===== config.mk =====
export PLATFORM = sky130hd
export DESIGN_NAME = rotary_embedding_pair_rotate_flat
export DESIGN_NICKNAME = d
export VERILOG_FILES = /design/src/hw/rtl/rope_pkg.sv /design/src/hw/rtl/rope_if.sv /design/src/hw/rtl/rotary_embedding_pair_rotate.sv /design/src/flat_wrapper.sv
export SDC_FILE = /design/constraint.sdc
export NUM_CORES = 2
export LEC_CHECK = 0
export BUFFER_PORTS_ARGS = -buffer_cell sky130_fd_sc_hd__buf_2
export CAP_MARGIN = 20
export CORE_ASPECT_RATIO = 0.5
export CORE_MARGIN = 2
export CORE_UTILIZATION = 35
export DETAILED_ROUTE_END_ITERATION = 7
export PLACE_DENSITY_LB_ADDON = 0.08
export REMOVE_ABC_BUFFERS = 1
export SLEW_MARGIN = 5
export SYNTH_ARGS = -nofsm -noshare
export SYNTH_HDL_FRONTEND = slang
export SYNTH_SLANG_ARGS = --single-unit

===== constraint.sdc =====
create_clock -name clk -period 51.8 [get_ports clk]
set_input_delay 10.36 -clock clk [delete_from_list [all_inputs] [get_ports clk]]
set_output_delay 10.36 -clock clk [all_outputs]
set_load 0.01 [all_outputs]

===== src/hw/rtl/rope_pkg.sv =====
// shared constants, types and helpers for the rotary pair rotate pipeline
package rope_pkg;

  localparam int HALF_W  = 16;
  localparam int MANT_W  = 11;
  localparam int PROD_W  = 22;
  localparam int SHIFT_W = 6;
  localparam int FIX_W   = 81;
  localparam int LZ_W    = 7;
  localparam int TOP_W   = 8;
  localparam int SGL_W   = 24;
  localparam int LANES   = 2;

  localparam logic [HALF_W-1:0] QNAN = 16'h7E00;
  localparam logic [HALF_W-1:0] INF  = 16'h7C00;

  typedef logic [HALF_W-1:0] half_t;

  typedef struct packed {
    logic nan;
    logic inf;
    logic inf_sign;
    logic zero_sign;
  } flags_t;

  typedef struct packed {
    logic              kind_inf;
    logic              kind_nan;
    logic              sgn;
    logic [MANT_W-1:0] mant;
    logic [4:0]        expo;
  } dec_t;

  function automatic dec_t decode(input half_t h);
    dec_t d;
    d.sgn      = h[15];
    d.kind_inf = (h[14:10] == 5'h1f) && (h[9:0] == '0);
    d.kind_nan = (h[14:10] == 5'h1f) && (h[9:0] != '0);
    d.mant     = (h[14:10] == 5'h00) ? {1'b0, h[9:0]} : {1'b1, h[9:0]};
    d.expo     = (h[14:10] == 5'h00) ? 5'd1 : h[14:10];
    return d;
  endfunction

  function automatic logic [LZ_W-1:0] lead_zeros(input logic [FIX_W-1:0] v);
    logic [LZ_W-1:0] n;
    n = '0;
    for (int i = 0; i < FIX_W; i++) begin
      if (v[i]) n = LZ_W'(FIX_W - 1 - i);
    end
    return n;
  endfunction

endpackage


===== src/hw/rtl/rope_if.sv =====
// stream channels for pair inputs and rotated outputs
interface rope_in_if;
  logic                 valid;
  logic                 ready;
  rope_pkg::half_t      x_first;
  rope_pkg::half_t      x_second;
  rope_pkg::half_t      cos_value;
  rope_pkg::half_t      sin_value;
  modport source (output valid, x_first, x_second, cos_value, sin_value, input ready);
  modport sink (input valid, x_first, x_second, cos_value, sin_value, output ready);
endinterface

interface rope_out_if;
  logic                 valid;
  logic                 ready;
  rope_pkg::half_t      y_first;
  rope_pkg::half_t      y_second;
  modport source (output valid, y_first, y_second, input ready);
  modport sink (input valid, y_first, y_second, output ready);
endinterface


===== src/hw/rtl/rotary_embedding_pair_rotate.sv =====
// rotary embedding pair rotate: fp16 products, fp32 sum, fp16 result
// throughput: one pair per cycle while the output is not stalled; the seven-stage pipeline advances as one
// a stall at the output holds every stage in place
// reset clears all stage valid bits; payload registers are not reset
module rotary_embedding_pair_rotate (
  input logic        clk,
  input logic        rst,
  rope_in_if.sink    src,
  rope_out_if.source dst
);

  localparam int L = rope_pkg::LANES;

  logic       en;
  logic [6:0] v;

  // stage 1
  logic [rope_pkg::PROD_W-1:0]  s1_mag [L][2];
  logic [rope_pkg::SHIFT_W-1:0] s1_sh  [L][2];
  logic                         s1_sg  [L][2];
  rope_pkg::flags_t             s1_fl  [L];
  // stage 2
  logic signed [rope_pkg::FIX_W:0] s2_a [L][2];
  rope_pkg::flags_t                s2_fl [L];
  // stage 3
  logic [rope_pkg::FIX_W-1:0] s3_mag [L];
  logic                       s3_neg [L];
  rope_pkg::flags_t           s3_fl  [L];
  // stage 4
  logic [rope_pkg::FIX_W-1:0] s4_mag [L];
  logic [rope_pkg::LZ_W-1:0]  s4_lz  [L];
  logic                       s4_zero[L];
  logic                       s4_neg [L];
  rope_pkg::flags_t           s4_fl  [L];
  // stage 5
  logic [rope_pkg::FIX_W-1:0]       s5_n   [L];
  logic signed [rope_pkg::TOP_W-1:0] s5_top [L];
  logic                             s5_zero[L];
  logic                             s5_neg [L];
  rope_pkg::flags_t                 s5_fl  [L];
  // stage 6
  logic [rope_pkg::SGL_W-1:0]       s6_m   [L];
  logic signed [rope_pkg::TOP_W-1:0] s6_top [L];
  logic                             s6_zero[L];
  logic                             s6_neg [L];
  rope_pkg::flags_t                 s6_fl  [L];
  // stage 7
  rope_pkg::half_t y [L];

  assign en        = !v[6] || dst.ready;
  assign src.ready = en;
  assign dst.valid = v[6];
  assign dst.y_first  = y[0];
  assign dst.y_second = y[1];

  always_ff @(posedge clk) begin
    if (rst) begin
      v <= '0;
    end else if (en) begin
      v <= {v[5:0], src.valid};
    end
  end

  // operand decode and the four products
  rope_pkg::dec_t dx0, dx1, dc, ds;
  logic           neg_t [L][2];

  assign dx0 = rope_pkg::decode(src.x_first);
  assign dx1 = rope_pkg::decode(src.x_second);
  assign dc  = rope_pkg::decode(src.cos_value);
  assign ds  = rope_pkg::decode(src.sin_value);

  always_comb begin
    neg_t[0][0] = 1'b0; neg_t[0][1] = 1'b1;
    neg_t[1][0] = 1'b0; neg_t[1][1] = 1'b0;
  end

  // lane 0 terms: x0*c, x1*s; lane 1 terms: x0*s, x1*c
  rope_pkg::dec_t ta [L][2];
  rope_pkg::dec_t tb [L][2];
  always_comb begin
    ta[0][0] = dx0; tb[0][0] = dc;
    ta[0][1] = dx1; tb[0][1] = ds;
    ta[1][0] = dx0; tb[1][0] = ds;
    ta[1][1] = dx1; tb[1][1] = dc;
  end

  logic p_nan [L][2];
  logic p_inf [L][2];
  logic p_sg  [L][2];
  logic p_zero[L][2];

  always_comb begin
    for (int l = 0; l < L; l++) begin
      for (int k = 0; k < 2; k++) begin
        p_sg[l][k]  = ta[l][k].sgn ^ tb[l][k].sgn ^ neg_t[l][k];
        p_nan[l][k] = ta[l][k].kind_nan || tb[l][k].kind_nan ||
                      (ta[l][k].kind_inf && !tb[l][k].kind_inf && tb[l][k].mant == '0) ||
                      (tb[l][k].kind_inf && !ta[l][k].kind_inf && ta[l][k].mant == '0);
        p_inf[l][k] = !p_nan[l][k] && (ta[l][k].kind_inf || tb[l][k].kind_inf);
        p_zero[l][k] = !ta[l][k].kind_inf && !ta[l][k].kind_nan &&
                       !tb[l][k].kind_inf && !tb[l][k].kind_nan &&
                       (ta[l][k].mant == '0 || tb[l][k].mant == '0);
      end
    end
  end

  always_ff @(posedge clk) begin
    if (en) begin
      for (int l = 0; l < L; l++) begin
        for (int k = 0; k < 2; k++) begin
          s1_mag[l][k] <= (p_inf[l][k] || p_nan[l][k]) ? '0 :
                          ta[l][k].mant * tb[l][k].mant;
          s1_sh[l][k]  <= rope_pkg::SHIFT_W'({1'b0, ta[l][k].expo} + {1'b0, tb[l][k].expo}
                          - 6'd2);
          s1_sg[l][k]  <= p_sg[l][k];
        end
        s1_fl[l].nan  <= p_nan[l][0] || p_nan[l][1] ||
                         (p_inf[l][0] && p_inf[l][1] && (p_sg[l][0] != p_sg[l][1]));
        s1_fl[l].inf  <= p_inf[l][0] || p_inf[l][1];
        s1_fl[l].inf_sign  <= p_inf[l][0] ? p_sg[l][0] : p_sg[l][1];
        s1_fl[l].zero_sign <= p_zero[l][0] && p_zero[l][1] && p_sg[l][0] && p_sg[l][1];
      end
    end
  end

  // align to a common fixed point, lsb weight 2^-48
  logic [rope_pkg::FIX_W-1:0] al [L][2];
  always_comb begin
    for (int l = 0; l < L; l++) begin
      for (int k = 0; k < 2; k++) begin
        al[l][k] = {{(rope_pkg::FIX_W-rope_pkg::PROD_W){1'b0}}, s1_mag[l][k]} << s1_sh[l][k];
      end
    end
  end

  always_ff @(posedge clk) begin
    if (en) begin
      for (int l = 0; l < L; l++) begin
        for (int k = 0; k < 2; k++) begin
          s2_a[l][k] <= s1_sg[l][k] ? -$signed({1'b0, al[l][k]}) : $signed({1'b0, al[l][k]});
        end
        s2_fl[l] <= s1_fl[l];
      end
    end
  end

  // exact sum and magnitude
  logic signed [rope_pkg::FIX_W+1:0] sum [L];
  logic [rope_pkg::FIX_W+1:0]        absv [L];
  always_comb begin
    for (int l = 0; l < L; l++) begin
      sum[l]  = {s2_a[l][0][rope_pkg::FIX_W], s2_a[l][0]} +
                {s2_a[l][1][rope_pkg::FIX_W], s2_a[l][1]};
      absv[l] = sum[l][rope_pkg::FIX_W+1] ? -sum[l] : sum[l];
    end
  end

  always_ff @(posedge clk) begin
    if (en) begin
      for (int l = 0; l < L; l++) begin
        s3_mag[l] <= absv[l][rope_pkg::FIX_W-1:0];
        s3_neg[l] <= sum[l][rope_pkg::FIX_W+1];
        s3_fl[l]  <= s2_fl[l];
      end
    end
  end

  always_ff @(posedge clk) begin
    if (en) begin
      for (int l = 0; l < L; l++) begin
        s4_mag[l]  <= s3_mag[l];
        s4_lz[l]   <= rope_pkg::lead_zeros(s3_mag[l]);
        s4_zero[l] <= s3_mag[l] == '0;
        s4_neg[l]  <= s3_neg[l];
        s4_fl[l]   <= s3_fl[l];
      end
    end
  end

  // normalize, msb weight 2^top
  always_ff @(posedge clk) begin
    if (en) begin
      for (int l = 0; l < L; l++) begin
        s5_n[l]    <= s4_mag[l] << s4_lz[l];
        s5_top[l]  <= rope_pkg::TOP_W'(8'sd32 - $signed({1'b0, s4_lz[l]}));
        s5_zero[l] <= s4_zero[l];
        s5_neg[l]  <= s4_neg[l];
        s5_fl[l]   <= s4_fl[l];
      end
    end
  end

  // round to single precision
  logic [rope_pkg::SGL_W:0] r24 [L];
  always_comb begin
    for (int l = 0; l < L; l++) begin
      r24[l] = {1'b0, s5_n[l][80:57]} +
               (rope_pkg::SGL_W+1)'(s5_n[l][56] && ((|s5_n[l][55:0]) || s5_n[l][57]));
    end
  end

  always_ff @(posedge clk) begin
    if (en) begin
      for (int l = 0; l < L; l++) begin
        s6_m[l]    <= r24[l][rope_pkg::SGL_W] ? 24'h800000 : r24[l][rope_pkg::SGL_W-1:0];
        s6_top[l]  <= s5_top[l] + rope_pkg::TOP_W'(r24[l][rope_pkg::SGL_W]);
        s6_zero[l] <= s5_zero[l];
        s6_neg[l]  <= s5_neg[l];
        s6_fl[l]   <= s5_fl[l];
      end
    end
  end

  // round to half precision and pack
  logic                              nrm [L];
  logic signed [rope_pkg::TOP_W-1:0] sub_sh [L];
  logic [4:0]                        sh [L];
  logic [49:0]                       ext [L];
  logic [11:0]                       qr [L];
  logic signed [rope_pkg::TOP_W-1:0] e [L];
  rope_pkg::half_t                   pk [L];
  always_comb begin
    for (int l = 0; l < L; l++) begin
      nrm[l]    = s6_top[l] >= -8'sd14;
      sub_sh[l] = -8'sd1 - s6_top[l];
      sh[l]     = nrm[l] ? 5'd13 : ((sub_sh[l] > 8'sd25) ? 5'd25 : sub_sh[l][4:0]);
      ext[l]    = {s6_m[l], 26'b0} >> sh[l];
      qr[l]     = ext[l][37:26] + 12'(ext[l][25] && ((|ext[l][24:0]) || ext[l][26]));
      if (qr[l][11]) begin
        e[l] = s6_top[l] + 8'sd16;
      end else if (nrm[l]) begin
        e[l] = s6_top[l] + 8'sd15;
      end else begin
        e[l] = {7'b0, qr[l][10]};
      end
      if (s6_fl[l].nan) begin
        pk[l] = rope_pkg::QNAN;
      end else if (s6_fl[l].inf) begin
        pk[l] = {s6_fl[l].inf_sign, rope_pkg::INF[14:0]};
      end else if (s6_zero[l]) begin
        pk[l] = {s6_fl[l].zero_sign, 15'b0};
      end else if (e[l] >= 8'sd31) begin
        pk[l] = {s6_neg[l], rope_pkg::INF[14:0]};
      end else begin
        pk[l] = {s6_neg[l], e[l][4:0], qr[l][11] ? 10'b0 : qr[l][9:0]};
      end
    end
  end

  always_ff @(posedge clk) begin
    if (en) begin
      for (int l = 0; l < L; l++) begin
        y[l] <= pk[l];
      end
    end
  end

  a_reset_clears: assert property (@(posedge clk) rst |=> !dst.valid)
    else $error("output valid right after reset");
  a_stall_holds: assert property (@(posedge clk) disable iff (rst)
    (dst.valid && !dst.ready) |=> $stable(v))
    else $error("pipeline moved during stall");
  a_nan_first: assert property (@(posedge clk) disable iff (rst)
    (dst.valid && dst.y_first[14:10] == 5'h1f && dst.y_first[9:0] != 10'h0)
      |-> dst.y_first == rope_pkg::QNAN)
    else $error("non-default nan on first output");
  a_nan_second: assert property (@(posedge clk) disable iff (rst)
    (dst.valid && dst.y_second[14:10] == 5'h1f && dst.y_second[9:0] != 10'h0)
      |-> dst.y_second == rope_pkg::QNAN)
    else $error("non-default nan on second output");

endmodule

===== src/flat_wrapper.sv =====
// flat-port wrapper written by rule: the top's interface ports become plain ports
module rotary_embedding_pair_rotate_flat 
  (clk, rst, src_valid, src_x_first, src_x_second, src_cos_value, src_sin_value, src_ready, dst_valid, dst_y_first, dst_y_second, dst_ready);
  rope_in_if src_i ();
  rope_out_if dst_i ();
  input logic clk;
  input logic rst;
  input wire logic [$bits(src_i.valid)-1:0] src_valid;
  input wire logic [$bits(src_i.x_first)-1:0] src_x_first;
  input wire logic [$bits(src_i.x_second)-1:0] src_x_second;
  input wire logic [$bits(src_i.cos_value)-1:0] src_cos_value;
  input wire logic [$bits(src_i.sin_value)-1:0] src_sin_value;
  output wire logic [$bits(src_i.ready)-1:0] src_ready;
  output wire logic [$bits(dst_i.valid)-1:0] dst_valid;
  output wire logic [$bits(dst_i.y_first)-1:0] dst_y_first;
  output wire logic [$bits(dst_i.y_second)-1:0] dst_y_second;
  input wire logic [$bits(dst_i.ready)-1:0] dst_ready;
  assign src_i.valid = src_valid;
  assign src_i.x_first = src_x_first;
  assign src_i.x_second = src_x_second;
  assign src_i.cos_value = src_cos_value;
  assign src_i.sin_value = src_sin_value;
  assign src_ready = src_i.ready;
  assign dst_valid = dst_i.valid;
  assign dst_y_first = dst_i.y_first;
  assign dst_y_second = dst_i.y_second;
  assign dst_i.ready = dst_ready;
  rotary_embedding_pair_rotate u_core (.clk(clk), .rst(rst), .src(src_i), .dst(dst_i));
endmodule

==> results.md <==
- Outcome: complete, no violations
- Pwr/cell area: ~74 nW/µm²
- Peak supply drop: around 0.037 mV
- Cell Area, Synth: a little over 100,000 µm²
- Worst Setup End Kind: output port
- IO Count: between 100 and 150
- Fmax: between 40 and 50 MHz
- FF-to-FF End: u_core.s3_mag[0][158]$_DFFE_PP_
- Fin crit period: ~22,000 ps
- Clock Sinks: 1,125
- Tightest Pin Transition: between 1000 and 1500 ps
- Final Skew: approximately 70 ps
- Largest net degree at the start of global routing: 176
- Startpoint Class: primary input
- Vias in the first global route: around 76,000
- Nets: about 11,000
- Setup repair after global routing missed its margin: no
- Die W: around 760 µm
- Sequential area share after synthesis: between 30% and 40%
- Slew headroom: a little over a fifth
- CTS Root Cell: clkbuf_16
- Final setup viols: 0
- GR Overflow Total: 0
- DR iter-0 viols: a little under 7,000
- WL/cell: 22.38 µm
- Most common cell on crit path: buf_2
- Placer Congestion: between 0.9 and 1
- TritonCTS clock tree: yes
- Die Area: around 290,000 µm²
- Commonest cells after routing, fill and taps aside: 1,401 x nand2_1, 1,118 x edfxtp_1, 881 x nor2_1, 643 x inv_1, 626 x o21ai_0
- Synth Flop Type: edfxtp_1
- Core Area: 286,400 µm²
- H-tree depth: 3
- Synthesized flop and latch total: 1,125
- Critical-path cell list: buf_2 > nor2b_1 > inv_8 > buf_2
- Resize count post-CTS: 0
- Final Hold Fails: 0
- Asr flop ratio synth: 0%
- Static leakage: ~43 nW
- Hold_buf cts: 0
- Placed cell areas: around 100,000 µm²
- Clock tree buffer depth: 3
- Commonest non-fill, non-tap cell in the layout: nand2_1
- Unique cell type count in the Yosys netlist: between 100 and 150
- Hold path depth: 0
- Synth warn: 0
- Hold Slack: 415.9 ps
- Worst Setup Path Type: in -> out
- Layout cells sized above 1: under 10%
- GRT Total Usage: between 20% and 30%
- Synth Instances: roughly 11,000
- Post-synth EDFFs: between 1,000 and 1,500
- CP Buf/Inv Count: 3
- Worst hold path class: reg -> reg
- HP Start: u_core.s5_fl[0][5]$_DFFE_PP_
- Max Cap Viol: 0
- Clock latency at the later pin of the worst-skew pair: around 800 ps
- # rows: approximately 140
- Syn avg cell area: ~9.3 µm²
- TNS Setup: 0 ps
- Residual DRC: 0
- CP max-delay cell: nor2b_1
- Worst r2r path cells: 16
- Worst-path clk slew: 60 ps
- Req. time, crit path: 41,440 ps
- TritonCTS Buffers: about 120
- Final WL: around 320,000 µm
- Crit share post-route: between 40% and 50%
- Post-CTS setup buffers: 0
- Buffers added on ports: between 100 and 150
- Via/cell ratio: 5.561
- Hold Path Sink: u_core.s6_fl[0][5]$_DFFE_PP_
- Crit-path leading delay family: simple AND/OR/NAND/NOR gates
- Drt pass-1 iters: 6
- Final Max Slew Viols: 0
- Die Y: between 300 and 400 µm
- Starting Density: between 30% and 40%
- Area grow syn2layout: 7.898%
- First-pass GRT wire length: about 490,000 µm
- Via count: between 80,000 and 90,000
- Worst r2r src: u_core.s2_a[1][82]$_DFFE_PP_
- CP peak stage delay: roughly 570 ps
- Detailed Place HPWL: roughly 250,000 µm
- R2R Setup Slk: 44,930 ps
- Final Cell Area: around 110,000 µm²
- Initial antenna violation count: 9
- CP max FO: 36
- Critical Path AT: between 10,000 and 15,000 ps
- Post-route ant nets: 0
==> metal layers <==
metal	GRT usage [%]	vias up	share of wire [%]
met5	0	-	0
li1	-	38668	-
met2	31.49	1969	41
met4	3.624	0	1.6
met1	34.56	39426	52
met3	2.207	288	4.7
==> sequential cells by signal, summed over array words and instances (netlist names), 24 cells and up <==
name           count
u_core.s2_a      328
u_core.s1_sh      24
u_core.y          32
u_core.s3_mag    162
u_core.s5_n      162
u_core.s6_m       48
u_core.s1_mag     88
u_core.s4_mag    162
==> cells by family (layout without fill, tap and decap cells) <==
logic type	after synthesis	in the layout	share of synthesized area [%]
AND/OR/NAND/NOR	3764	3764	17.63
AO/OA/AOI/OAI	2510	2510	16.13
buffers and inverters	1251	1092	4.772
flip-flops	1125	1125	33.51
adder cells (fa/ha/maj)	792	792	12.28
XOR/XNOR	693	693	6.033
multiplexers	658	658	9.644
other	0	9	0
==> Yosys cell counts, types with 42 or more instances <==
cell | n | area, µm²
and3_1 | 94 | 588.1
nand2b_1 | 138 | 863.3
buf_1 | 79 | 296.5
and2_1 | 316 | 1977
ha_1 | 466 | 5831
o22ai_1 | 113 | 706.9
o21a_1 | 42 | 315.3
or3_1 | 60 | 375.4
nand4_1 | 70 | 437.9
inv_1 | 646 | 2425
nor3_1 | 174 | 870.8
mux2i_1 | 305 | 3053
a21o_1 | 171 | 1284
or2_2 | 61 | 381.6
nand2_1 | 1401 | 5259
nor2_1 | 881 | 3307
mux4_2 | 236 | 5315
a211oi_1 | 148 | 1111
nand3_1 | 235 | 1176
mux2_2 | 114 | 1284
clkbuf_1 | 472 | 1772
o31ai_1 | 101 | 758.2
o21bai_1 | 45 | 337.8
o211ai_1 | 50 | 375.4
edfxtp_1 | 1118 | 33570
a21oi_1 | 605 | 3028
o21ai_0 | 627 | 3138
xor2_1 | 259 | 2268
a22oi_1 | 58 | 435.4
nor2b_1 | 63 | 394.1
xnor2_1 | 434 | 3801
a31oi_1 | 104 | 650.6
nor4_1 | 114 | 713.2
fa_1 | 326 | 6526
==> layout make-up <==
type                            count  area, µm²
Clock inverter                     87       1046
Antenna cell                        9      22.52
Sequential cell                  1125      33710
Tap cell                         3807       4763
Fill cell                       29103     177900
Inverter                          652       2455
Clock buffer                      131       2938
Multi-Input combinational cell   8417      62150
Timing Repair Buffer              222       1469
==> through the flow <==
stage | total power [mW] | utilization (%) | cells | setup WS (ps)
global route | 8.684 | 37.89 | 14441 | 29800
global placement | 7.081 | 36.47 | 14217 | 29870
floorplan | 5.454 | - | 10194 | 9363
CTS | 8.016 | 37.88 | 14439 | 29880
finish | 8.043 | 37.90 | 14450 | 29920
detailed placement | 7.089 | 36.49 | 14221 | 29880
==> power breakdown <==
group          total [mW]  internal [mW]  switching (mW)  leakage [nW]
clock network       0.891          0.488           0.404          1.92
logic                5.13           1.94            3.18          29.3
registers            2.02           1.65           0.369          12.2
total                8.04           4.09            3.96          43.5
==> worst max-delay path by stage <==
stage | from | endpoint | slack (ps) | depth (start not counted)
after floorplan | dst_ready | src_ready | 9360 | 2
after global placement | dst_ready | src_ready | 29870 | 4
after detailed placement | dst_ready | src_ready | 29880 | 4
after CTS | dst_ready | src_ready | 29880 | 4
after global routing | dst_ready | src_ready | 29800 | 4
final | dst_ready | src_ready | 29920 | 4
(Power assumes the default switching activity.)
